**config.mk**
```make
export PLATFORM = sky130hd
export DESIGN_NAME = tick_uart_pwm_watchdog_controller_flat
export DESIGN_NICKNAME = d
export VERILOG_FILES = /design/src/rtl/tupwc_pkg.sv /design/src/rtl/tupwc_in_if.sv /design/src/rtl/tupwc_out_if.sv /design/src/rtl/tick_uart_pwm_watchdog_controller.sv /design/src/rtl/tupwc_uart.sv /design/src/flat_wrapper.sv
export VERILOG_INCLUDE_DIRS = /design/src /design/src/rtl
export SDC_FILE = /design/constraint.sdc
export NUM_CORES = 1
export LEC_CHECK = 0
export BUFFER_PORTS_ARGS = -buffer_cell sky130_fd_sc_hd__clkbuf_2
export CORE_MARGIN = 1.5
export CORE_UTILIZATION = 30
export CTS_BUF_LIST = sky130_fd_sc_hd__clkbuf_8
export DETAILED_ROUTE_END_ITERATION = 7
export GPL_TIMING_DRIVEN = 0
export PLACE_DENSITY_LB_ADDON = 0.08
export SETUP_SLACK_MARGIN = 0.2
export SKIP_LAST_GASP = 1
export SYNTH_ARGS = -nofsm -noshare
export SYNTH_HDL_FRONTEND = slang
export SYNTH_SLANG_ARGS = --single-unit
```
**constraint.sdc**
```tcl
create_clock -name i_clk -period 6.2 [get_ports i_clk]
set_input_delay 0.31 -clock i_clk [delete_from_list [all_inputs] [get_ports i_clk]]
set_output_delay 0.31 -clock i_clk [all_outputs]
set_load 0.1 [all_outputs]
```
**src/rtl/tick_uart_pwm_watchdog_controller_assert.svh**
```systemverilog
// Assertion macros shared by the controller RTL.
`ifndef TICK_UART_PWM_WATCHDOG_CONTROLLER_ASSERT_SVH
`define TICK_UART_PWM_WATCHDOG_CONTROLLER_ASSERT_SVH

// Antecedent in this cycle implies the consequent in the same cycle.
`define TUPWC_ASSERT_NOW(label, clk, rst_n, ante, cons) \
    label: assert property (@(posedge clk) disable iff (!rst_n) (ante) |-> (cons)) \
        else $error("tupwc: same-cycle check failed");

// Antecedent in this cycle implies the consequent in the next cycle.
`define TUPWC_ASSERT_NEXT(label, clk, rst_n, ante, cons) \
    label: assert property (@(posedge clk) disable iff (!rst_n) (ante) |=> (cons)) \
        else $error("tupwc: next-cycle check failed");

`endif

```
**src/rtl/tupwc_pkg.sv**
```systemverilog
`timescale 1ns / 1ps

package tupwc_pkg;

    // Event codes carried by the func field.
    typedef enum logic [1:0] {
        FUNC_BIT_TICK = 2'd0,
        FUNC_BUTTON   = 2'd1,
        FUNC_TEN_MS   = 2'd2,
        FUNC_PWM_STEP = 2'd3
    } t_func;

    // Configuration register indexes.
    typedef enum logic [1:0] {
        CFG_WDT_LIMIT = 2'd0,
        CFG_WARN_AT   = 2'd1,
        CFG_ACK_BYTE  = 2'd2,
        CFG_WARN_BYTE = 2'd3
    } t_cfg_idx;

    localparam int unsigned CFG_IDX_W  = 2;
    localparam int unsigned CFG_DATA_W = 10;

    localparam logic [3:0] FRAME_BITS       = 4'd10;
    localparam logic [6:0] PWM_STEPS        = 7'd100;
    localparam logic [6:0] TICKS_PER_SECOND = 7'd100;
    localparam logic [2:0] LEVEL_LAST       = 3'd5;

    localparam logic [9:0] WDT_LIMIT_RST = 10'd120;
    localparam logic [9:0] WARN_AT_RST   = 10'd20;
    localparam logic [7:0] ACK_BYTE_RST  = 8'h1b;
    localparam logic [7:0] WARN_BYTE_RST = 8'hee;

    // Control from the supervisor to the serial port.
    typedef struct packed {
        logic bit_tick;
        logic rx_line;
        logic load_warn;
    } t_uart_ctl;

    // Status from the serial port.
    typedef struct packed {
        logic       start;
        logic       n_tx_level;
        logic [7:0] n_rx_byte;
        logic [7:0] rx_byte;
    } t_uart_stat;

    // Duty table for the six brightness levels.
    function automatic logic [6:0] duty_of_level(input logic [2:0] level);
        logic [6:0] duty;
        unique case (level)
            3'd0:    duty = 7'd0;
            3'd1:    duty = 7'd10;
            3'd2:    duty = 7'd25;
            3'd3:    duty = 7'd50;
            3'd4:    duty = 7'd75;
            3'd5:    duty = 7'd100;
            default: duty = 7'd0;
        endcase
        return duty;
    endfunction

    // Lowest nonzero brightness level whose duty is not below a duty taken from a received byte.
    function automatic logic [2:0] level_of_duty(input logic [6:0] duty);
        logic [2:0] level;
        priority if (duty <= 7'd10) level = 3'd1;
        else if (duty <= 7'd25)     level = 3'd2;
        else if (duty <= 7'd50)     level = 3'd3;
        else if (duty <= 7'd75)     level = 3'd4;
        else                        level = 3'd5;
        return level;
    endfunction

    // byte * 100 / 255, with the divide done as an exact shift-add reciprocal.
    function automatic logic [6:0] duty_of_byte(input logic [7:0] rx_byte);
        logic [15:0] prod;
        logic [15:0] sum;
        prod = 16'(rx_byte) * 16'd100 + 16'd1;
        sum  = prod + (prod >> 8);
        return sum[14:8];
    endfunction

endpackage

```
**src/rtl/tupwc_in_if.sv**
```systemverilog
`timescale 1ns / 1ps

// Event item channel.
interface tupwc_in_if;
    logic       valid;
    logic       ready;
    logic [1:0] func;
    logic       rx_line;

    modport source (output valid, output func, output rx_line, input ready);
    modport sink   (input valid, input func, input rx_line, output ready);
endinterface

```
**src/rtl/tupwc_out_if.sv**
```systemverilog
`timescale 1ns / 1ps

// Result item channel.
interface tupwc_out_if;
    logic       valid;
    logic       ready;
    logic       tx_line;
    logic       led;
    logic       wdt_kick;
    logic [2:0] level_index;
    logic [7:0] rx_byte;
    logic       rx_priority;

    modport source (output valid, output tx_line, output led, output wdt_kick,
                    output level_index, output rx_byte, output rx_priority,
                    input ready);
    modport sink   (input valid, input tx_line, input led, input wdt_kick,
                    input level_index, input rx_byte, input rx_priority,
                    output ready);
endinterface

```
**src/rtl/tick_uart_pwm_watchdog_controller.sv**
```systemverilog
// An accepted item moves on from the input register into the result register
// when that register is empty or its result is taken. Throughput: one item
// per cycle while results are taken; the input register and result register
// form a two-stage pipeline, so one more item is taken while a result waits.
// Reset (synchronous, active low) idles the serial port, clears the
// supervisor, dimmer and pipeline, and restores the register defaults.
`timescale 1ns / 1ps

`include "tick_uart_pwm_watchdog_controller_assert.svh"

module tick_uart_pwm_watchdog_controller (
    input  logic                                  i_clk,
    input  logic                                  i_rst_n,
    input  logic                                  i_cfg_we,
    input  logic [tupwc_pkg::CFG_IDX_W-1:0]       i_cfg_idx,
    input  logic [tupwc_pkg::CFG_DATA_W-1:0]      i_cfg_data,
    tupwc_in_if.sink                              i_in,
    tupwc_out_if.source                           o_out
);

    // Configuration registers.
    logic [9:0] r_wdt_limit;
    logic [9:0] r_warn_at;
    logic [7:0] r_ack_byte;
    logic [7:0] r_warn_byte;

    // Input stage.
    logic             r_in_valid;
    tupwc_pkg::t_func r_func;
    logic             r_rx;

    // Controller state.
    logic       r_prio,     n_prio;
    logic [2:0] r_level,    n_level;
    logic [6:0] r_tens,     n_tens;
    logic [9:0] r_secs,     n_secs;
    logic [6:0] r_step,     n_step;
    logic [6:0] r_duty,     n_duty;
    logic       r_from_rx,  n_from_rx;
    logic       r_led,      n_led;
    logic       kick;

    // Result stage.
    logic       r_out_valid;
    logic       r_o_tx, r_o_led, r_o_kick, r_o_prio;
    logic [2:0] r_o_level;
    logic [7:0] r_o_rx_byte;

    logic                  advance;
    logic                  fire;
    logic [9:0]            threshold;
    logic [9:0]            remaining;
    logic                  sec_due;
    logic [6:0]            duty_sel;
    logic                  from_sel;
    tupwc_pkg::t_uart_ctl  uart_ctl;
    tupwc_pkg::t_uart_stat uart_stat;

    // Pipeline handshake.
    assign advance    = !r_out_valid || o_out.ready;
    assign fire       = r_in_valid && advance;
    assign i_in.ready = !r_in_valid || advance;

    // Configuration writes.
    always_ff @(posedge i_clk) begin
        if (!i_rst_n) begin
            r_wdt_limit <= tupwc_pkg::WDT_LIMIT_RST;
            r_warn_at   <= tupwc_pkg::WARN_AT_RST;
            r_ack_byte  <= tupwc_pkg::ACK_BYTE_RST;
            r_warn_byte <= tupwc_pkg::WARN_BYTE_RST;
        end else if (i_cfg_we) begin
            unique case (tupwc_pkg::t_cfg_idx'(i_cfg_idx))
                tupwc_pkg::CFG_WDT_LIMIT: r_wdt_limit <= i_cfg_data;
                tupwc_pkg::CFG_WARN_AT:   r_warn_at   <= i_cfg_data;
                tupwc_pkg::CFG_ACK_BYTE:  r_ack_byte  <= i_cfg_data[7:0];
                tupwc_pkg::CFG_WARN_BYTE: r_warn_byte <= i_cfg_data[7:0];
                default: ;
            endcase
        end
    end

    // Supervisor arithmetic for the one-second point.
    assign threshold = (r_wdt_limit >= 10'd2) ? r_wdt_limit - 10'd2 : 10'd0;
    assign remaining = (r_secs < threshold) ? threshold - r_secs : 10'd0;
    assign sec_due   = (r_tens >= tupwc_pkg::TICKS_PER_SECOND);

    assign uart_ctl.bit_tick  = fire && (r_func == tupwc_pkg::FUNC_BIT_TICK);
    assign uart_ctl.rx_line   = r_rx;
    assign uart_ctl.load_warn = fire && (r_func == tupwc_pkg::FUNC_TEN_MS) && sec_due
                                && (remaining != 10'd0) && (remaining == r_warn_at);

    tupwc_uart u_uart (
        .i_clk       (i_clk),
        .i_rst_n     (i_rst_n),
        .i_ctl       (uart_ctl),
        .i_ack_byte  (r_ack_byte),
        .i_warn_byte (r_warn_byte),
        .o_stat      (uart_stat)
    );

    // Duty chosen at the start of a PWM period.
    always_comb begin
        if (r_step == 7'd0) begin
            from_sel = r_prio;
            duty_sel = r_prio ? tupwc_pkg::duty_of_byte(uart_stat.rx_byte)
                              : tupwc_pkg::duty_of_level(r_level);
        end else begin
            from_sel = r_from_rx;
            duty_sel = r_duty;
        end
    end

    // Next controller state for the item in the input stage.
    always_comb begin
        n_prio    = r_prio;
        n_level   = r_level;
        n_tens    = r_tens;
        n_secs    = r_secs;
        n_step    = r_step;
        n_duty    = r_duty;
        n_from_rx = r_from_rx;
        n_led     = r_led;
        kick      = 1'b0;
        if (fire) begin
            unique case (r_func)
                tupwc_pkg::FUNC_BIT_TICK: begin
                    if (uart_stat.start) begin
                        n_prio = 1'b1;
                        n_tens = '0;
                        n_secs = '0;
                        kick   = 1'b1;
                    end
                end
                tupwc_pkg::FUNC_BUTTON: begin
                    n_level = (r_level == tupwc_pkg::LEVEL_LAST) ? 3'd0 : r_level + 3'd1;
                    n_prio  = 1'b0;
                    n_tens  = '0;
                    n_secs  = '0;
                    kick    = 1'b1;
                end
                tupwc_pkg::FUNC_TEN_MS: begin
                    if (sec_due) begin
                        if (remaining != 10'd0) begin
                            n_secs = r_secs + 10'd1;
                            n_tens = 7'd1;
                            kick   = 1'b1;
                        end
                    end else begin
                        n_tens = r_tens + 7'd1;
                    end
                end
                tupwc_pkg::FUNC_PWM_STEP: begin
                    n_duty    = duty_sel;
                    n_from_rx = from_sel;
                    n_led     = (r_step < duty_sel);
                    if (r_step == tupwc_pkg::PWM_STEPS - 7'd1) begin
                        n_step = '0;
                        if (from_sel) begin
                            n_level = tupwc_pkg::level_of_duty(duty_sel);
                        end
                    end else begin
                        n_step = r_step + 7'd1;
                    end
                end
                default: ;
            endcase
        end
    end

    // Input stage, controller state and result stage.
    always_ff @(posedge i_clk) begin
        if (!i_rst_n) begin
            r_in_valid  <= 1'b0;
            r_out_valid <= 1'b0;
            r_prio      <= 1'b0;
            r_level     <= '0;
            r_tens      <= '0;
            r_secs      <= '0;
            r_step      <= '0;
            r_duty      <= '0;
            r_from_rx   <= 1'b0;
            r_led       <= 1'b0;
        end else begin
            if (i_in.valid && i_in.ready) begin
                r_in_valid <= 1'b1;
            end else if (fire) begin
                r_in_valid <= 1'b0;
            end
            if (fire) begin
                r_out_valid <= 1'b1;
            end else if (o_out.ready) begin
                r_out_valid <= 1'b0;
            end
            r_prio    <= n_prio;
            r_level   <= n_level;
            r_tens    <= n_tens;
            r_secs    <= n_secs;
            r_step    <= n_step;
            r_duty    <= n_duty;
            r_from_rx <= n_from_rx;
            r_led     <= n_led;
        end
    end

    // Payload registers.
    always_ff @(posedge i_clk) begin
        if (i_in.valid && i_in.ready) begin
            r_func <= tupwc_pkg::t_func'(i_in.func);
            r_rx   <= i_in.rx_line;
        end
        if (fire) begin
            r_o_tx      <= uart_stat.n_tx_level;
            r_o_led     <= n_led;
            r_o_kick    <= kick;
            r_o_level   <= n_level;
            r_o_rx_byte <= uart_stat.n_rx_byte;
            r_o_prio    <= n_prio;
        end
    end

    assign o_out.valid       = r_out_valid;
    assign o_out.tx_line     = r_o_tx;
    assign o_out.led         = r_o_led;
    assign o_out.wdt_kick    = r_o_kick;
    assign o_out.level_index = r_o_level;
    assign o_out.rx_byte     = r_o_rx_byte;
    assign o_out.rx_priority = r_o_prio;

    // A button item always kicks and drops receive priority.
    `TUPWC_ASSERT_NEXT(a_button_kicks, i_clk, i_rst_n,
        fire && (r_func == tupwc_pkg::FUNC_BUTTON),
        o_out.valid && o_out.wdt_kick && !o_out.rx_priority)

    // The tick counter never runs past one second.
    `TUPWC_ASSERT_NOW(a_tens_bound, i_clk, i_rst_n, 1'b1, r_tens <= tupwc_pkg::TICKS_PER_SECOND)

    // The brightness level stays inside the six-entry table.
    `TUPWC_ASSERT_NOW(a_level_bound, i_clk, i_rst_n, 1'b1, r_level <= tupwc_pkg::LEVEL_LAST)

    // A stalled result is not overwritten by a new item.
    `TUPWC_ASSERT_NOW(a_no_overrun, i_clk, i_rst_n, r_out_valid && !o_out.ready, !fire)

endmodule

```
**src/rtl/tupwc_uart.sv**
```systemverilog
`timescale 1ns / 1ps

// 8N1 serial port stepped by bit ticks. Receive has precedence over transmit.
module tupwc_uart (
    input  logic                  i_clk,
    input  logic                  i_rst_n,
    input  tupwc_pkg::t_uart_ctl  i_ctl,
    input  logic [7:0]            i_ack_byte,
    input  logic [7:0]            i_warn_byte,
    output tupwc_pkg::t_uart_stat o_stat
);

    logic [3:0] r_rx_cnt,   n_rx_cnt;
    logic [7:0] r_rx_data,  n_rx_data;
    logic [9:0] r_tx_shift, n_tx_shift;
    logic [3:0] r_tx_cnt,   n_tx_cnt;
    logic       r_tx_level, n_tx_level;
    logic       start;

    // Next state for one item.
    always_comb begin
        start      = i_ctl.bit_tick && !i_ctl.rx_line && (r_rx_cnt == tupwc_pkg::FRAME_BITS);
        n_rx_cnt   = r_rx_cnt;
        n_rx_data  = r_rx_data;
        n_tx_shift = r_tx_shift;
        n_tx_cnt   = r_tx_cnt;
        n_tx_level = r_tx_level;

        // A start bit opens a receive frame and queues the ack frame.
        if (start) begin
            n_rx_data  = '0;
            n_rx_cnt   = '0;
            n_tx_shift = {1'b1, i_ack_byte, 1'b0};
            n_tx_cnt   = '0;
        end
        if (i_ctl.load_warn) begin
            n_tx_shift = {1'b1, i_warn_byte, 1'b0};
            n_tx_cnt   = '0;
        end

        // Sample one receive bit, or else send one transmit bit.
        if (i_ctl.bit_tick) begin
            if (n_rx_cnt < tupwc_pkg::FRAME_BITS) begin
                for (int i = 0; i < 8; i++) begin
                    if (n_rx_cnt == 4'(i + 1)) begin
                        n_rx_data[i] = i_ctl.rx_line;
                    end
                end
                n_rx_cnt = n_rx_cnt + 4'd1;
            end else if (r_tx_cnt < tupwc_pkg::FRAME_BITS) begin
                for (int i = 0; i < 10; i++) begin
                    if (r_tx_cnt == 4'(i)) begin
                        n_tx_level = r_tx_shift[i];
                    end
                end
                n_tx_cnt = r_tx_cnt + 4'd1;
            end
        end
    end

    // Serial port state.
    always_ff @(posedge i_clk) begin
        if (!i_rst_n) begin
            r_rx_cnt   <= tupwc_pkg::FRAME_BITS;
            r_rx_data  <= '0;
            r_tx_shift <= '0;
            r_tx_cnt   <= tupwc_pkg::FRAME_BITS;
            r_tx_level <= 1'b1;
        end else begin
            r_rx_cnt   <= n_rx_cnt;
            r_rx_data  <= n_rx_data;
            r_tx_shift <= n_tx_shift;
            r_tx_cnt   <= n_tx_cnt;
            r_tx_level <= n_tx_level;
        end
    end

    assign o_stat.start      = start;
    assign o_stat.n_tx_level = n_tx_level;
    assign o_stat.n_rx_byte  = n_rx_data;
    assign o_stat.rx_byte    = r_rx_data;

endmodule

```
**src/flat_wrapper.sv**
```systemverilog
// flat-port wrapper written by rule: the top's interface ports become plain ports
module tick_uart_pwm_watchdog_controller_flat 
  (i_clk, i_rst_n, i_cfg_we, i_cfg_idx, i_cfg_data, i_in_valid, i_in_func, i_in_rx_line, i_in_ready, o_out_valid, o_out_tx_line, o_out_led, o_out_wdt_kick, o_out_level_index, o_out_rx_byte, o_out_rx_priority, o_out_ready);
  tupwc_in_if i_in_i ();
  tupwc_out_if o_out_i ();
  input  logic i_clk;
  input  logic i_rst_n;
  input  logic i_cfg_we;
  input  logic [tupwc_pkg::CFG_IDX_W-1:0] i_cfg_idx;
  input  logic [tupwc_pkg::CFG_DATA_W-1:0] i_cfg_data;
  input wire logic [$bits(i_in_i.valid)-1:0] i_in_valid;
  input wire logic [$bits(i_in_i.func)-1:0] i_in_func;
  input wire logic [$bits(i_in_i.rx_line)-1:0] i_in_rx_line;
  output wire logic [$bits(i_in_i.ready)-1:0] i_in_ready;
  output wire logic [$bits(o_out_i.valid)-1:0] o_out_valid;
  output wire logic [$bits(o_out_i.tx_line)-1:0] o_out_tx_line;
  output wire logic [$bits(o_out_i.led)-1:0] o_out_led;
  output wire logic [$bits(o_out_i.wdt_kick)-1:0] o_out_wdt_kick;
  output wire logic [$bits(o_out_i.level_index)-1:0] o_out_level_index;
  output wire logic [$bits(o_out_i.rx_byte)-1:0] o_out_rx_byte;
  output wire logic [$bits(o_out_i.rx_priority)-1:0] o_out_rx_priority;
  input wire logic [$bits(o_out_i.ready)-1:0] o_out_ready;
  assign i_in_i.valid = i_in_valid;
  assign i_in_i.func = i_in_func;
  assign i_in_i.rx_line = i_in_rx_line;
  assign i_in_ready = i_in_i.ready;
  assign o_out_valid = o_out_i.valid;
  assign o_out_tx_line = o_out_i.tx_line;
  assign o_out_led = o_out_i.led;
  assign o_out_wdt_kick = o_out_i.wdt_kick;
  assign o_out_level_index = o_out_i.level_index;
  assign o_out_rx_byte = o_out_i.rx_byte;
  assign o_out_rx_priority = o_out_i.rx_priority;
  assign o_out_i.ready = o_out_ready;
  tick_uart_pwm_watchdog_controller u_core (.i_clk(i_clk), .i_rst_n(i_rst_n), .i_cfg_we(i_cfg_we), .i_cfg_idx(i_cfg_idx), .i_cfg_data(i_cfg_data), .i_in(i_in_i), .o_out(o_out_i));
endmodule
```
# After elaboration in Yosys (flattened, before gate mapping)
# Index checks and enable logic that the tools add are counted.
[totals]
reg_bits = 119
inputBits = 20
elab_cells = 184
[op_classes]
n_addsub = 10
n_mul = 1
order_cmp = 10
n_eq_ne = 35
mux = 71
reduce_logical = 30
[op_table]
columns = ["cell", "n"]
rows = [
  ["$mux W10", 7],
  ["$mux W7", 6],
  ["$pmux W7 S5", 1],
  ["$mux W1", 34],
  ["$eq A4 B3 Y1 const B", 8],
  ["$mux W4", 8],
  ["$pmux W10 S3", 1],
  ["$mux W8", 3],
  ["$mux W3", 7],
  ["$pmux W7 S3", 1],
  ["$add A15 B1 Y16 const B", 1],
  ["$eq A4 B2 Y1 const B", 4],
  ["$eq A4 B4 Y1 const B", 4],
  ["$add A15 B8 Y15", 1],
  ["$add A7 B1 Y7 const B", 2],
  ["$mul A8 B5 Y13 const B", 1],
  ["$add A10 B1 Y10 const B", 1],
  ["$eq A10 B10 Y1", 1],
  ["$ge A10 B2 Y1 const B", 1],
  ["$lt A10 B10 Y1", 1],
  ["$reduce_and A2 Y1", 5],
  ["$reduce_bool A10 Y1", 1],
  ["$sub A10 B10 Y10", 1],
  ["$sub A10 B2 Y10 const B", 1],
  ["other kinds (32)", 56],
]

# Depth between registers and ports, before layout
# Gate-level depths: netlist of run 1.
[logic_depth]
depth_word = 14
ltp_mapped = 26
mapped_depth_nobuf = 26

# Cells and area by module
# Synthesis of run 1 repeated with hierarchy kept, for this count alone.
[hier_totals]
cells_unflattened = 918
hier_area_um2 = 7674.9
[by_module_without_submodules]
columns = ["mod", "instances", "cells_per_inst", "area_per_inst_um2"]
rows = [
  ["tick_uart_pwm_watchdog_controller", 1, 729, 6100.9],
  ["tupwc_uart", 1, 189, 1574.0],
]

# Worst setup path after synthesis of run 1
# Ideal clock, no wire load.
[synth_path]
kind = "reg-to-reg"
from = "reg u_core.u_uart.r_rx_data[2]"
to = "reg u_core.r_led"
setup_time_ps = 59
arrival_ps = 5282
t_required_ps = 6141
path_slack_ps = 859
path_stages_with_launch = 24
n_path_buf = 0
synth_period_minus_slack_ps = 5341
path_cell_list = "dfxtp_1 > ha_1 > ha_1 > fa_1 > ha_1 > a211oi_1 > o21ai_0 > a21o_1 > a21oi_1 > xnor2_1 > ha_1 > nand2_1 > or3_1 > o22ai_1 > nor2_1 > nor3b_1 > xor2_1 > a221oi_2 > ha_1 > a21oi_1 > nand2_1 > a31oi_1 > a221o_1 > and2_1"
[synth_between]
elab_chain_cells = 8
[synth_rtl]
columns = ["item", "line_no", "rtl"]
rows = [
  ["from (decl)", "tupwc_uart.sv:14", "logic [7:0] r_rx_data, n_rx_data;"],
  ["from (signal assigned)", "tupwc_uart.sv:71", "r_rx_data <= n_rx_data;"],
  ["$mul A8 B5 Y13", "tupwc_pkg.sv:79", "prod = 16'(rx_byte) * 16'd100 + 16'd1;"],
  ["$add A15 B1 Y16", "tupwc_pkg.sv:79", ""],
  ["$add A15 B8 Y15", "tupwc_pkg.sv:80", "sum = prod + (prod >> 8);"],
  ["$mux W7", "tick_uart_pwm_watchdog_controller.sv:105", "duty_sel = r_prio ? tupwc_pkg::duty_of_byte(uart_stat.rx_byte)"],
  ["$mux W7", "tick_uart_pwm_watchdog_controller.sv:103", "if (r_step == 7'd0) begin"],
  ["$lt A7 B7 Y1", "tick_uart_pwm_watchdog_controller.sv:155", "n_led = (r_step < duty_sel);"],
  ["$mux W1", "tick_uart_pwm_watchdog_controller.sv:125", "unique case (r_func)"],
  ["$mux W1", "tick_uart_pwm_watchdog_controller.sv:124", "if (fire) begin"],
  ["via u_core.n_led", "tick_uart_pwm_watchdog_controller.sv:40", "logic r_led, n_led;"],
  ["to (signal assigned)", "tick_uart_pwm_watchdog_controller.sv:201", "r_led <= n_led;"],
  ["to (decl)", "tick_uart_pwm_watchdog_controller.sv:40", ""],
]
# The timed path passes the listed nets, and every way through them passes these cells.
# A chain may end at the register's enable or synchronous reset.

# Worst setup path in the final report of run 1
# Ends and elaborated chain as after synthesis.

==> impl_metrics.toml, run 1 <==
[run_status]
status = "finished, final reports clean"

[clock_network]
ctsRootBufferMaster = "clkbuf_8"
clockBufferDepth = 2
cts_tree = "built"
cts.clk_slew.worst_paths_ns = 0.08
insertion_delay_ns = 0.46
cts.htree.levels = 4
numCtsBuffers = 17
clock_sinks = 119

[setup_path]
reg2reg_slack_ns = 0.55
worst-setup-path-type = "flip-flop to flip-flop"
crit_path_max_fanout = 7
worst_setup_path_start_kind = "flip-flop"
crit_arrival_ns = 6.06
critPathCaptureType = "flip-flop"
cp.required_ns = 6.61

[drt]
routed_wl_um = 20400
ant_nets = 0
via_per_inst = 4.97
route.detailed.drc = 0
vias = 6362
dr.pass1.iters = 4
drt_iter0_drc = 308
wl_per_cell_um = 15.9

[die]
initial_utilization = 0.303
die-area_mm2 = 0.0254
core_mm2 = 0.0242
io_pins = 37
dieHeight_um = 159
die_w_um = 159
rows = 57

[timing]
rsz0062_at_grt = "no"
fin_skew_ns = 0.0208
timing.hold.ws_ns = 0.0328
worst_slack_ns = 0.550
setup_viol = 0
hold_viol_final = 0
final.period_utilization = 0.911
fmax_ghz = 0.177
worst-slew-pin-transition_ns = 1.12
period_minus_slack_ns = 5.65
drv_slew = 0
slew_headroom = 0.248

[grt]
grt_max_degree = 25
grt_overflow_total = 0
first_global_vias = 6145
antenna_found_initial = 0
grt_usage = 0.166
grt_pass1_wl_um = 33200

[finish]
diodes = 0
seqCellArea_mm2 = 0.00257
final_net_count = 1028
num-fill-cells = 2607
multiInputGateArea_mm2 = 0.00463
drive_above_1_share = 0.115
fin_area_mm2 = 0.00849
area_growth_pct = 15.7

[synth]
syn_area_mm2 = 0.00733
synthTopCellsByArea = "dfxtp_1 28%, ha_1 10%, edfxtp_1 7.4%"
yosysMostFrequentCell = "nand2_1"
synth_cells = 885
ys_seq_area_frac = 0.349
post_synth.cell_area_avg_um2 = 8.29
synthArstFlopShare = 0
synth_largest_area_cell = "dfxtp_1"
synth_common_cells = "119 x nand2_1, 101 x dfxtp_1, 96 x nor2_1, 60 x ha_1, 51 x a21oi_1"
synth.distinct_cells = 68
ys_ff_latch = 119
synth.net_count = 969
synthFlopType = "dfxtp_1"
yosys_warnings = 0
synth_edf_count = 18
synth.top_cell.area_share = 0.276

[placement]
numPortBuffers = 35
dpl.hpwl_um = 15500
placed_area_mm2 = 0.00792
gp_congestion = 0.831
dp_slack_ns = -0.0347

[power]
powerDensity_mw_per_mm2 = 209
vdd_drop_max_mv = 0.112
p_leak_nw = 3.48

[worst_hold_path]
hold_class = "input pin to flip-flop"

[flow_run]
maxCapViolations = 0
-- flip-flops by register name (all words and copies together) (netlist names), 4 cells and up --
register,cells
u_core.u_uart.r_tx_shift,9
u_core.r_warn_byte,8
u_core.r_duty,7
u_core.r_step,7
u_core.r_secs,10
u_core.u_uart.r_rx_data,8
u_core.r_warn_at,10
u_core.r_tens,7
u_core.r_wdt_limit,10
u_core.o_out.rx_byte,8
u_core.u_uart.r_tx_cnt,4
u_core.r_ack_byte,8
u_core.u_uart.r_rx_cnt,4
-- critical path, stage by stage (launching register included) --
cell and delay, ns:
dfxtp_2 0.37, ha_1 0.30, ha_1 0.31, fa_1 0.52, ha_2 0.32, a211oi_4 0.28
o21ai_2 0.11, a21o_1 0.17, a21oi_2 0.17, xnor2_2 0.11, ha_1 0.34, nand2_1 0.13
or3_1 0.39, o22a_1 0.20, a21oi_1 0.27, o22ai_1 0.17, a21oi_4 0.28, inv_1 0.11
ha_1 0.21, a21o_1 0.17, a21oi_1 0.13, nand2_1 0.08, a31oi_1 0.19, a221o_1 0.15
and2_1 0.12
-- routing by layer --
| metal | wire [µm] | track usage | share of wire | vias to the layer above |
|---|---|---|---|---|
| met3 | 372 | 0.0274 | 0.018 | 13 |
| met1 | 10300 | 0.223 | 0.51 | 2973 |
| li1 | - | - | - | 3320 |
| met4 | 163 | 0.0476 | 0.0080 | 0 |
| met2 | 9540 | 0.273 | 0.47 | 56 |
| met5 | 0 | 0 | 0 | - |
-- final timing paths --
check,startpoint,end,cells past startpoint
hold / removal,i_in_func[1],u_core.r_func[1]$_DFFE_PP_,1
hold reg to reg,u_core.r_warn_byte[0]$_SDFFE_PN0P_,u_core.r_warn_byte[0]$_SDFFE_PN0P_,2
setup reg to reg,u_core.u_uart.r_rx_data[2]$_SDFF_PN0_,u_core.r_led$_SDFF_PN0_,24
setup / recovery,u_core.u_uart.r_rx_data[2]$_SDFF_PN0_,u_core.r_led$_SDFF_PN0_,24
-- kinds of logic (layout without fill, tap and decap cells) --
family                     Yosys count  in the layout  share of synthesized area
buffers and inverters               71            143                     0.0375
AOI/OAI and AO/OA                  202            202                      0.191
and+or+nand+nor                    375            375                      0.240
DFF                                119            119                      0.349
xor gates and xnor gates            35             35                     0.0428
muxes                               19             19                     0.0259
adders and majority gates           64             64                      0.113
-- cells in the final DEF (no fill, tap or decap), types with 5 or more instances in the layout --
cell,instances
a211o_1,6
a211oi_1,22
a21o_1,11
a21oi_1,49
a31oi_1,5
and2_1,17
and3_1,11
buf_4,6
clkbuf_1,21
clkbuf_2,36
clkbuf_8,20
dfxtp_1,98
edfxtp_1,18
ha_1,59
inv_1,47
mux2i_1,19
nand2_1,119
nand3_1,45
nand4_1,15
nor2_1,96
nor2b_1,6
nor3_1,25
nor3b_1,6
o211ai_1,11
o21a_1,11
o21ai_0,31
or2_2,8
xnor2_1,15
xor2_1,17
-- what timing repair did --
item	CTS	global route
buffers inserted	0	4
pin swaps	1	2
gates resized for setup	8	22
endpoints found under the setup margin	4	6
hold endpoints to repair	0	1
hold buffers	0	1
-- per-stage QoR --
stage / power, mW / util / setup TNS (ns) / instances
after floorplan: 1.01 / - / 0 / 885
after global placement: 1.08 / 0.327 / -0.388 / 1244
after detailed placement: 1.08 / 0.327 / -0.0457 / 1244
after CTS: 1.80 / 0.346 / 0 / 1276
after global routing: 1.86 / 0.351 / 0 / 1281
final: 1.77 / 0.351 / 0 / 1281
-- cell type report --
cell class,instances,area share
multi-input combinational,695,0.546
sequential,119,0.302
tap,324,0.0478
clock buffer,20,0.0324
timing repair buffer,40,0.0254
inverter,43,0.0190
buffer,28,0.0136
clock inverter,12,0.0134
-- report_power, final --
| group | switching, mW | internal (mW) | leakage [nW] |
|---|---|---|---|
| clock network | 0.332 | 0.382 | 0.211 |
| registers | 0.0184 | 0.806 | 0.992 |
| logic | 0.162 | 0.0719 | 2.28 |
(Power assumes the default switching activity.)
==> run 2, diff against run 1 <==
CTS_BUF_LIST = sky130_fd_sc_hd__clkbuf_4   (was sky130_fd_sc_hd__clkbuf_8)
==> run 2 against run 1 <==
Clock skew up 0.0050 ns. Die area unchanged. Sequential power about the same. Power down 8.0%. Largest cell class unchanged. Highest routed layer unchanged.
==> impl_metrics.toml, run 2 (same netlist as run 1, synthesis figures left out) <==
[setup_path]
r2r_cells = 24
path_depth = 24
worst-setup-path-type = "flip-flop to flip-flop"
worst_setup_path_start_kind = "flip-flop"
critPathLaunch = "u_core.u_uart.r_rx_data[2]$_SDFF_PN0_"
reg2reg_slack_ns = 0.55
critPathCaptureType = "flip-flop"
cp_slowest_stage_delay_ns = 0.52
rr_startpoint = "u_core.u_uart.r_rx_data[2]$_SDFF_PN0_"
crit_arrival_ns = 6.15
slowest_stage = "fa_1"
cp.required_ns = 6.69
path_buf_inv = 1
crit_path_max_fanout = 6
critical_path.cell_chain = "ha_1, ha_1, fa_1, ha_2, a211oi_4, o21ai_2, a21o_1, a21oi_2, xnor2_2, ha_1, nand2_1, or3_1, o22a_1, a21oi_1, o22ai_1, a21oi_4, inv_1, ha_1, a21o_1, a21oi_1, nand2_1, a31oi_1, a221o_1, and2_1"
reg2reg_to = "u_core.r_led$_SDFF_PN0_"
critPathMostFrequentCell = "ha_1"
endpoint = "u_core.r_led$_SDFF_PN0_"
crit_family = "compound AO/OA/AOI/OAI gates"

[timing]
rsz0062_at_grt = "no"
drv_slew = 0
period_minus_slack_ns = 5.65
fin_skew_ns = 0.0258
hold_viol_final = 0
worst-slew-pin-transition_ns = 1.12
final.period_utilization = 0.912
fmax_ghz = 0.177
slew_headroom = 0.250
setup_viol = 0
timing.hold.ws_ns = 0.0598
worst_slack_ns = 0.545

[drt]
ant_nets = 0
dr.pass1.iters = 4
via_per_inst = 4.94
wl_per_cell_um = 15.8
vias = 6374
routed_wl_um = 20300
drt_iter0_drc = 311
route.detailed.drc = 0

[placement]
dpl.hpwl_um = 15500
dp_slack_ns = -0.0347
gp_congestion = 0.831
numPortBuffers = 35

[finish]
drive_above_1_share = 0.119
final_net_count = 1037
num-fill-cells = 2615
largestRegisters = "u_core.r_secs (10), u_core.r_warn_at (10), u_core.r_wdt_limit (10)"
layout_commonest_cell = "nand2_1"
area_growth_pct = 15.1
most-common-layout-cells = "119 x nand2_1, 98 x dfxtp_1, 95 x nor2_1, 59 x ha_1, 48 x a21oi_1"

[flow_run]
maxCapViolations = 0

[die]
dieHeight_um = 159
io_pins = 37
core_mm2 = 0.0242
rows = 57
die-area_mm2 = 0.0254
die_w_um = 159
initial_utilization = 0.303

[clock_network]
cts.clk_slew.worst_paths_ns = 0.13
ctsRootBufferMaster = "clkbuf_4"
cts.htree.levels = 4
cts_tree = "built"
numCtsBuffers = 17
clock_sinks = 119
insertion_delay_ns = 0.54
clockBufferDepth = 2

[grt]
antenna_found_initial = 1
grt_overflow_total = 0
grt_usage = 0.166
grt_max_degree = 25
first_global_vias = 6183
grt_pass1_wl_um = 33200

[run_status]
status = "finished, final reports clean"

[power]
powerDensity_mw_per_mm2 = 193
vdd_drop_max_mv = 0.103
p_leak_nw = 3.46

[worst_hold_path]
hold_class = "input pin to flip-flop"
==> run 2: changes by cell type in the layout (fill, tap and decap cells not counted), moves of 3 or more <==
cell / previous run / this run
buf_4: 6 / 9
clkbuf_4: 0 / 22
clkbuf_8: 20 / 0
clkinv_1: 0 / 3
dlygate4sd3_1: 1 / 7
inv_1: 47 / 42
==> run 2: area by class of cell <==
type	instances	area, µm²	share of cell area
antenna	1	2.50	0.000297
buffer	28	115	0.0136
clock buffer	22	165	0.0196
clock inverter	10	106	0.0126
inverter	43	161	0.0191
multi-input combinational	695	4620	0.547
sequential	119	2570	0.304
tap	324	405	0.0480
timing repair buffer	49	298	0.0353
==> run 2: routing by layer <==
| layer | track usage | vias to the layer above | part of all wire |
|---|---|---|---|
| met2 | 0.275 | 55 | 0.47 |
| met1 | 0.221 | 2981 | 0.50 |
| met4 | 0.0476 | 0 | 0.0070 |
| met3 | 0.0281 | 6 | 0.018 |
| li1 | - | 3332 | - |
| met5 | 0 | - | 0 |
==> run 2: worst min-delay path by stage <==
| stage | start | to | slack (ns) | depth (start not counted) |
|---|---|---|---|---|
| after detailed placement | u_core.r_warn_byte[0]$_SDFFE_PN0P_ | u_core.r_warn_byte[0]$_SDFFE_PN0P_ | 0.45 | 2 |
| after global routing | i_cfg_data[2] | u_core.r_wdt_limit[2]$_SDFFE_PN0P_ | 0.01 | 3 |
| after floorplan | i_in_func[0] | u_core.r_func[0]$_DFFE_PP_ | 0.41 | 0 |
| after CTS | i_cfg_data[5] | u_core.r_ack_byte[5]$_SDFFE_PN0P_ | 0.003 | 3 |
| final | i_cfg_data[2] | u_core.r_ack_byte[2]$_SDFFE_PN0P_ | 0.06 | 3 |
| after global placement | u_core.r_ack_byte[2]$_SDFFE_PN0P_ | u_core.r_ack_byte[2]$_SDFFE_PN0P_ | 0.45 | 2 |
==> run 2: stage by stage <==
step | std cells | util | setup TNS, ns | area, µm² | power, mW
2_1_floorplan | 885 | - | 0 | 7330 | 1.01
3_3_place_gp | 1244 | 0.327 | -0.388 | 7910 | 1.08
3_5_place_dp | 1244 | 0.327 | -0.0457 | 7920 | 1.08
4_1_cts | 1283 | 0.343 | 0 | 8300 | 1.66
5_1_grt | 1291 | 0.349 | 0 | 8440 | 1.72
6_report | 1291 | 0.349 | 0 | 8440 | 1.63
==> run 2: worst reg2reg max path, cell delays in order (launching register included) <==
cell	delay [ns]
dfxtp_2	0.39
ha_1	0.30
ha_1	0.31
fa_1	0.52
ha_2	0.32
a211oi_4	0.28
o21ai_2	0.11
a21o_1	0.17
a21oi_2	0.17
xnor2_2	0.11
ha_1	0.34
nand2_1	0.13
or3_1	0.39
o22a_1	0.20
a21oi_1	0.26
o22ai_1	0.17
a21oi_4	0.28
inv_1	0.11
ha_1	0.20
a21o_1	0.17
a21oi_1	0.13
nand2_1	0.08
a31oi_1	0.19
a221o_1	0.15
and2_1	0.12
==> run 2: timing repair <==
action | in CTS | in global routing
gates resized for setup | 7 | 22
hold buffers | 7 | 0
cloned | 0 | 0
setup endpoints to repair | 4 | 6
pin swaps | 0 | 4
buffers inserted | 0 | 7
endpoints found under the hold margin | 9 | 0
==> run 2: report_power, final <==
part / switching, mW / internal (mW) / total (mW)
clock network: 0.310 / 0.258 / 0.567
registers: 0.0184 / 0.805 / 0.824
logic: 0.163 / 0.0757 / 0.238
